==> src/rtl/asu_pkg.sv <==
`timescale 1ns / 1ps
`default_nettype none
// Shared constants, codes and types of the active-set coefficient update block.
// Used by asu_front, asu_back and active_set_coefficient_update.
package asu_pkg;

    localparam int MAX_ACTIVE  = 256;
    localparam int INDEX_BITS  = 16;
    localparam int COEF_BITS   = 32;
    localparam int POS_BITS    = 9;
    localparam int OP_BITS     = 3;
    localparam int STATUS_BITS = 2;
    localparam int FRAC_BITS   = 16;

    localparam int ADDR_BITS  = $clog2(MAX_ACTIVE);
    localparam int CNT_BITS   = $clog2(MAX_ACTIVE + 2);
    localparam int NORM_BITS  = COEF_BITS + 7;
    localparam int PROD_BITS  = 2 * COEF_BITS;
    localparam int QUOT_BITS  = PROD_BITS - FRAC_BITS;
    localparam int ENTRY_BITS = INDEX_BITS + COEF_BITS;

    localparam int IN_STEP_LSB   = 0;
    localparam int IN_ELEM_LSB   = COEF_BITS;
    localparam int IN_VAR_LSB    = 2 * COEF_BITS;
    localparam int IN_DROP_LSB   = IN_VAR_LSB + INDEX_BITS;
    localparam int IN_FIELD_BITS = IN_DROP_LSB + POS_BITS;
    localparam int IN_TDATA_BITS = ((IN_FIELD_BITS + 7) / 8) * 8;
    localparam int IN_TUSER_BITS = OP_BITS;

    localparam int OUT_FIELD_BITS = POS_BITS + INDEX_BITS + COEF_BITS + NORM_BITS;
    localparam int OUT_TDATA_BITS = ((OUT_FIELD_BITS + 7) / 8) * 8;
    localparam int OUT_TUSER_BITS = STATUS_BITS + 1;

    localparam int QUEUE_DEPTH = 4;
    localparam int QPTR_BITS   = $clog2(QUEUE_DEPTH);
    localparam int QCNT_BITS   = $clog2(QUEUE_DEPTH + 1);
    localparam int OUT_DEPTH   = 8;
    localparam int OPTR_BITS   = $clog2(OUT_DEPTH);
    localparam int OCNT_BITS   = $clog2(OUT_DEPTH + 1);

    localparam logic [OP_BITS-1:0] OP_LOAD     = OP_BITS'(0);
    localparam logic [OP_BITS-1:0] OP_STEP     = OP_BITS'(1);
    localparam logic [OP_BITS-1:0] OP_ADD      = OP_BITS'(2);
    localparam logic [OP_BITS-1:0] OP_DROP     = OP_BITS'(3);
    localparam logic [OP_BITS-1:0] OP_ADD_DROP = OP_BITS'(4);

    localparam logic [STATUS_BITS-1:0] ST_OK   = STATUS_BITS'(0);
    localparam logic [STATUS_BITS-1:0] ST_SAT  = STATUS_BITS'(1);
    localparam logic [STATUS_BITS-1:0] ST_FULL = STATUS_BITS'(2);

    localparam logic [CNT_BITS-1:0] MAX_CNT = CNT_BITS'(MAX_ACTIVE);
    localparam logic signed [COEF_BITS-1:0] COEF_MAX = {1'b0, {(COEF_BITS-1){1'b1}}};
    localparam logic signed [COEF_BITS-1:0] COEF_MIN = {1'b1, {(COEF_BITS-1){1'b0}}};
    localparam logic [NORM_BITS-1:0] NORM_MAX = {NORM_BITS{1'b1}};

    typedef enum logic [2:0] {
        K_NONE,
        K_FULL,
        K_LOAD,
        K_APPEND,
        K_UPDATE,
        K_DROP
    } t_kind;

    typedef struct packed {
        logic                        is_load;
        logic                        is_append;
        logic                        is_element;
        logic                        drop_hit;
        logic                        append_at_count;
        logic                        last_drop;
        logic                        first;
        logic                        last;
        logic [CNT_BITS-1:0]         rpos;
        logic                        neg;
        logic [COEF_BITS-1:0]        mag_step;
        logic [COEF_BITS-1:0]        mag_elem;
        logic signed [COEF_BITS-1:0] elem;
        logic [INDEX_BITS-1:0]       var_idx;
    } t_item;

    typedef struct packed {
        logic [INDEX_BITS-1:0]       var_idx;
        logic signed [COEF_BITS-1:0] coef;
    } t_entry;

    typedef struct packed {
        logic [POS_BITS-1:0]         pos;
        logic [INDEX_BITS-1:0]       var_idx;
        logic signed [COEF_BITS-1:0] coef;
        logic                        dropped;
        logic [NORM_BITS-1:0]        norm;
        logic [STATUS_BITS-1:0]      status;
        logic                        last;
    } t_result;

endpackage
`default_nettype wire

==> src/rtl/asu_front.sv <==
`timescale 1ns / 1ps
`default_nettype none
// Front end: accepts input transfers, tracks the item number within a call,
// classifies each item and queues it for the back end. Depends on asu_pkg.
module asu_front
    import asu_pkg::*;
(
    input  logic                     i_clk,
    input  logic                     i_rst_n,
    input  logic                     s_axis_tvalid,
    output logic                     s_axis_tready,
    // step_size, element_value, var_index, drop_position, zero fill
    input  logic [IN_TDATA_BITS-1:0] s_axis_tdata,
    input  logic                     s_axis_tlast,
    // operation
    input  logic [IN_TUSER_BITS-1:0] s_axis_tuser,
    output logic                     o_valid,
    output t_item                    o_item,
    input  logic                     i_pop
);

    logic [OP_BITS-1:0]          op;
    logic signed [COEF_BITS-1:0] step;
    logic signed [COEF_BITS-1:0] elem;
    logic [POS_BITS-1:0]         drop_pos;
    logic                        accept;
    logic                        update_op;
    logic                        drop_op;
    t_item                       item;

    logic [CNT_BITS-1:0]  r_rpos;
    logic [CNT_BITS-1:0]  n_rpos;
    t_item                r_q [QUEUE_DEPTH];
    logic [QPTR_BITS-1:0] r_q_wr;
    logic [QPTR_BITS-1:0] r_q_rd;
    logic [QCNT_BITS-1:0] r_q_count;
    logic [QCNT_BITS-1:0] n_q_count;

    assign op       = s_axis_tuser[OP_BITS-1:0];
    assign step     = s_axis_tdata[IN_STEP_LSB +: COEF_BITS];
    assign elem     = s_axis_tdata[IN_ELEM_LSB +: COEF_BITS];
    assign drop_pos = s_axis_tdata[IN_DROP_LSB +: POS_BITS];

    assign s_axis_tready = r_q_count < QCNT_BITS'(QUEUE_DEPTH);
    assign accept        = s_axis_tvalid & s_axis_tready;

    assign update_op = (op == OP_STEP) || (op == OP_ADD) || (op == OP_DROP) ||
                       (op == OP_ADD_DROP);
    assign drop_op   = (op == OP_DROP) || (op == OP_ADD_DROP);

    always_comb begin
        item.is_load         = op == OP_LOAD;
        item.is_append       = s_axis_tlast && ((op == OP_ADD) || (op == OP_ADD_DROP));
        item.is_element      = update_op && !item.is_append;
        item.drop_hit        = drop_op && ((32'(r_rpos) + 32'd1) == 32'(drop_pos));
        item.append_at_count = op == OP_ADD;
        item.last_drop       = s_axis_tlast && (op == OP_DROP);
        item.first           = r_rpos == '0;
        item.last            = s_axis_tlast;
        item.rpos            = r_rpos;
        item.neg             = step[COEF_BITS-1] ^ elem[COEF_BITS-1];
        item.mag_step        = step[COEF_BITS-1] ? (~step + COEF_BITS'(1)) : step;
        item.mag_elem        = elem[COEF_BITS-1] ? (~elem + COEF_BITS'(1)) : elem;
        item.elem            = elem;
        item.var_idx         = s_axis_tdata[IN_VAR_LSB +: INDEX_BITS];
    end

    always_comb begin
        n_rpos = r_rpos;
        if (accept) begin
            if (s_axis_tlast) begin
                n_rpos = '0;
            end else if (r_rpos < CNT_BITS'(MAX_ACTIVE + 1)) begin
                n_rpos = r_rpos + CNT_BITS'(1);
            end
        end
    end

    always_comb begin
        unique case ({accept, i_pop})
            2'b10:   n_q_count = r_q_count + QCNT_BITS'(1);
            2'b01:   n_q_count = r_q_count - QCNT_BITS'(1);
            default: n_q_count = r_q_count;
        endcase
    end

    always_ff @(posedge i_clk) begin
        if (!i_rst_n) begin
            r_rpos    <= '0;
            r_q_wr    <= '0;
            r_q_rd    <= '0;
            r_q_count <= '0;
        end else begin
            r_rpos    <= n_rpos;
            r_q_count <= n_q_count;
            if (accept) begin
                r_q_wr <= r_q_wr + QPTR_BITS'(1);
            end
            if (i_pop) begin
                r_q_rd <= r_q_rd + QPTR_BITS'(1);
            end
        end
    end

    always_ff @(posedge i_clk) begin
        if (accept) begin
            r_q[r_q_wr] <= item;
        end
    end

    assign o_valid = r_q_count != '0;
    assign o_item  = r_q[r_q_rd];

endmodule
`default_nettype wire

==> config.mk <==
export PLATFORM = sky130hd
export DESIGN_NAME = asu_front
export DESIGN_NICKNAME = d
export VERILOG_FILES = /design/src/rtl/asu_pkg.sv /design/src/rtl/asu_front.sv
export SDC_FILE = /design/constraint.sdc
export NUM_CORES = 1
export LEC_CHECK = 0
export ABC_AREA = 1
export ABC_CLOCK_PERIOD_IN_PS = 8350
export BUFFER_PORTS_ARGS = -buffer_cell sky130_fd_sc_hd__buf_2
export CAP_MARGIN = 20
export CELL_PAD_IN_SITES_DETAIL_PLACEMENT = 0
export CELL_PAD_IN_SITES_GLOBAL_PLACEMENT = 1
export CORE_MARGIN = 3
export CORE_UTILIZATION = 32
export CTS_CLUSTER_DIAMETER = 200
export DETAILED_ROUTE_END_ITERATION = 12
export PLACE_DENSITY_LB_ADDON = 0.12
export SKIP_CTS_REPAIR_TIMING = 1
export SLEW_MARGIN = 20
export SYNTH_ARGS = -nofsm -noshare
export SYNTH_HDL_FRONTEND = slang
export SYNTH_SLANG_ARGS = --single-unit
==> constraint.sdc <==
create_clock -name i_clk -period 8.35 [get_ports i_clk]
set_input_delay 1.67 -clock i_clk [delete_from_list [all_inputs] [get_ports i_clk]]
set_output_delay 1.67 -clock i_clk [all_outputs]
set_load 0.05 [all_outputs]
Word level (Yosys, flattened, before mapping). Memories as Yosys holds them, arrays and structs flattened. A register that Yosys moved wholly into a read port is not among the register bits. Cells that the tools add are included.

Input bits: 104. Bits in writable memories: 520. Memories kept: 1. Output and inout port bits: 132. Bits in registers: 16.

Memory list: r_q (words 4, bits a word 130, rd ports 1, clocked after Yosys merged registers in 1, write ports 1, line asu_front.sv:33) `t_item r_q [QUEUE_DEPTH];`.

Reduce and logical (&&, ||, !) cells: 16. Bitwise logic cells: 4. Equality and inequality tests: 7. $lt $le $gt $ge: 2. Add/subtract/negate cells: 8. Muxes and demuxes: 9.

Operator list (count): $add 32x2->32 const B (2); $mux 32 (2); $not 32->32 (2); $mux 9 (2); $add 9x1->10 const B (1); $eq 10x9->1 (1); $add 9x1->9 const B (1); $logic_not 9->1 (1); $lt 9x9->1 const B (1); $eq 3x2->1 const B (2); $pmux 3 s2 (1); $logic_or 1x1->1 (5); $add 2x1->2 const B (2); $logic_and 1x1->1 (4); $mux 2 (2); $reduce_bool 2->1 (2); $add 3x1->3 const B (1); $eq 3x1->1 const B (1); $eq 3x3->1 const B (1); $logic_not 3->1 (1); $lt 3x3->1 const B (1); $reduce_bool 3->1 (1); $sub 3x1->3 const B (1); $eq 2x1->1 const B (1); other kinds (6) (7).

Depth between registers and ports, before layout.
Depth in word-level cells: 5. Gate-level depth with buffers: 12. Depth with buffers taken out: 12.

Least setup slack after synthesis. OpenSTA, ideal clock, no wires.

Path type: input-to-reg. Start: input s_axis_tvalid. End: memory r_q[0][0] (netlist name) (enable). Library setup time: 0.619 ns. Arrival time: 7.258 ns. Stages: 2. Buffers on the path: 0. Path slack: 0.472 ns. Required time: 7.731 ns. Path through: nand2_1 > nor2_1.

Longest elaborated chain between the ends: 3.

RTL lines: start: declaration (line asu_front.sv:10) `input logic s_axis_tvalid,`; $and 1x1->1 (line asu_front.sv:45) `assign accept = s_axis_tvalid & s_axis_tready;`; $mux 1 (line asu_front.sv:106) `if (accept) begin`; $mux 1 (not written as such) (line asu_front.sv:107) `r_q[r_q_wr] <= item;`; end: declaration (line asu_front.sv:33).

Every way passes these cells.

==> key figures <==
Layout
  – Final net count: 2152
  – Final Non-Filler Cells: 3017
  – P&R area growth vs syn: 17.9%
  – Share of post-route cells with drive strength above 1: 18.8%
  – Commonest cells after routing, fill and taps aside: 516 x edfxtp_1, 323 x nor2_1, 277 x o21ai_0
  – Fin area: 26300 um2
  – Commonest non-fill, non-tap cell in the layout: edfxtp_1

Worst setup path
  – CP Class: reg -> out
  – Crit-path cells: inv_8 -> buf_4 -> o21ai_0 -> o22ai_1 -> buf_2
  – CP max-delay cell: buf_4
  – Peak fanout along the critical path: 92
  – CP endpoint kind: output pin
  – Worst path arrival time: 3.37 ns
  – Startpoint Class: flop
  – Crit-path leading delay family: buffers and inverters
  – Max incr delay on CP: 0.82 ns
  – Worst EP required: 6.68 ns
  – Worst Path Buf+Inv: 3

Drt
  – Post-DR wirelength/cell: 19.8 um
  – Vias: 14426
  – Uppermost layer routed: met5
  – Vias per cell: 4.78
  – Post-route ant nets: 0
  – Detailed-router iteration count before antenna repair: 5
  – Iter 0 DRT Violations: 681
  – DR WL met3: 2470 um
  – Met2 WL: 29600 um
  – DRC viols: 0
  – Final WL: 59800 um
  – M1 WL: 26700 um

Status
  – Status: complete, no violations

Floorplanning
  – # rows: 96
  – Die width: 270 um
  – I/O pins: 236
  – Initial Util: 32.4%
  – Die height: 270 um
  – Core area: 68800 um2
  – Die ar.: 72800 um2

Clock network
  – TritonCTS Buffers: 60
  – Skew-Pair Late Insertion Delay: 0.61 ns
  – CTS clock-pin slew for the worst setup and hold paths: 0.06 ns
  – H-tree Lvls: 2
  – TritonCTS clock tree: yes
  – CTS Sinks: 534
  – CTS root buffer: clkbuf_16
  – Max clock buf depth: 3

STA
  – Setup TNS: 0 ns
  – Pins Over Slew Limit: 0
  – Fmax: 198 MHz
  – Setup violators final: 0
  – Min Hold Slack: 0.443 ns
  – Final min period: 5.04 ns
  – Worst-margin pin slew: 0.997 ns
  – Final hold viol count: 0
  – RSZ-0062 raised after global routing: false
  – Final period util: 60.4%
  – Worst relative slew slack: 33.5%
  – Skew final: 0.0153 ns

Logic synthesis
  – Post-Synthesis Cells: 1826
  – Distinct cells, synth: 47
  – Synth async-reset ratio: 0%
  – Top_reg_cell synth: edfxtp_1
  – Yosys warns: 0
  – Number of synthesized flops with an enable pin: 516
  – Avg Cell Area, Syn: 12.2 um2
  – Area of the mapped netlist: 22300 um2
  – Syn Nets: 1940
  – Sequential element share of the synthesized area: 71.2%
  – #FFs+latches synth: 534

Placed design
  – Dpl hpwl: 35400 um
  – Placed cell count: 2907
  – Port Buf Inserts: 228
  – GPL Wtd Cong: 0.790
  – Dpl cell area: 24400 um2

Job
  – MaxCap Viol Count: 0

Global route
  – Initial antenna violation count: 5
  – GRT Util Overall: 16.1%
  – Global-route wire length before repair: 90200 um
  – Number of global-route vias before repair: 14355
  – Pin count of the biggest net entering global routing: 203
  – GRT overflow: 0

Power and ir drop
  – VDD IR max: 0.150 mV
  – Tot Pwr: 0.00675 W
  – LEAKAGE: 9.30 nW
  – Power Density: 257 nW/um2

Min path
  – Hold/Removal Path Class: reg -> reg
## cell usage after synthesis, drive strengths merged (18+ instances only)
cell type / count / area [um2]
a21oi: 22 / 114
buf: 47 / 254
clkbuf: 47 / 180
dfxtp: 18 / 360
edfxtp: 516 / 15500
inv: 103 / 392
nand2: 155 / 602
nand3: 49 / 323
nor2: 342 / 1360
nor3: 21 / 128
o21ai: 292 / 1480
o22ai: 129 / 807
xor2: 41 / 359
## cell families (layout without fill, tap and decap cells)
| logic type | Yosys count | after routing | synth area share (%) |
|---|---|---|---|
| AND/OR/NAND/NOR | 584 | 584 | 11.5 |
| flip-flops | 534 | 534 | 71.2 |
| AO/OA/AOI/OAI | 449 | 449 | 11.0 |
| buffers and inverters | 198 | 456 | 3.72 |
| XOR/XNOR | 51 | 51 | 2.07 |
| adder cells (fa/ha/maj) | 10 | 10 | 0.595 |
| other | 0 | 2 | 0 |
## state kept, by name (all words and copies together), names as in the netlist, named ones only
name	count
r_q_rd	2
r_q_wr	2
r_q_count	3
r_rpos	9
r_q	516
## stage by stage
| step | setup WS (ns) | util, % |
|---|---|---|
| 4_1_cts | 3.15 | 38.1 |
| 3_3_place_gp | 3.82 | 35.3 |
| 6_report | 3.31 | 38.2 |
| 5_1_grt | 3.01 | 38.2 |
| 3_5_place_dp | 3.83 | 35.4 |
| 2_1_floorplan | 0.472 | - |
## per-layer routing
layer | vias to the layer above | GRT usage, %
li1 | 7007 | -
met2 | 247 | 27.4
met1 | 7109 | 21.3
met3 | 59 | 3.11
met5 | - | 0
met4 | 4 | 3.90
## power by group
part | switching (W) | internal (W)
combinational | 0.000834 | 0.000209
sequential | 0.0000433 | 0.00314
clock | 0.00104 | 0.00149
## final timing paths
path              depth (start not counted)         end  slack [ns]          from
hold reg to reg                           1        flop        0.44     r_q_rd[1]
setup / recovery                          5  o_item[68]        3.31          flop
hold / removal                            1        flop        0.44     r_q_rd[1]
setup reg to reg                          5  r_q[2][50]        5.39  r_q_count[2]
## area by class of cell
type                            count  area [um2]
Timing Repair Buffer              244        1290
Inverter                          104         405
Tap cell                          931        1160
Clock inverter                     34         317
Clock buffer                       74        1580
Fill cell                        6675       42600
Antenna cell                        2        5.00
Sequential cell                   534       15900
Multi-Input combinational cell   1094        5630
Note: power is estimated with default switching activity, not from simulation.
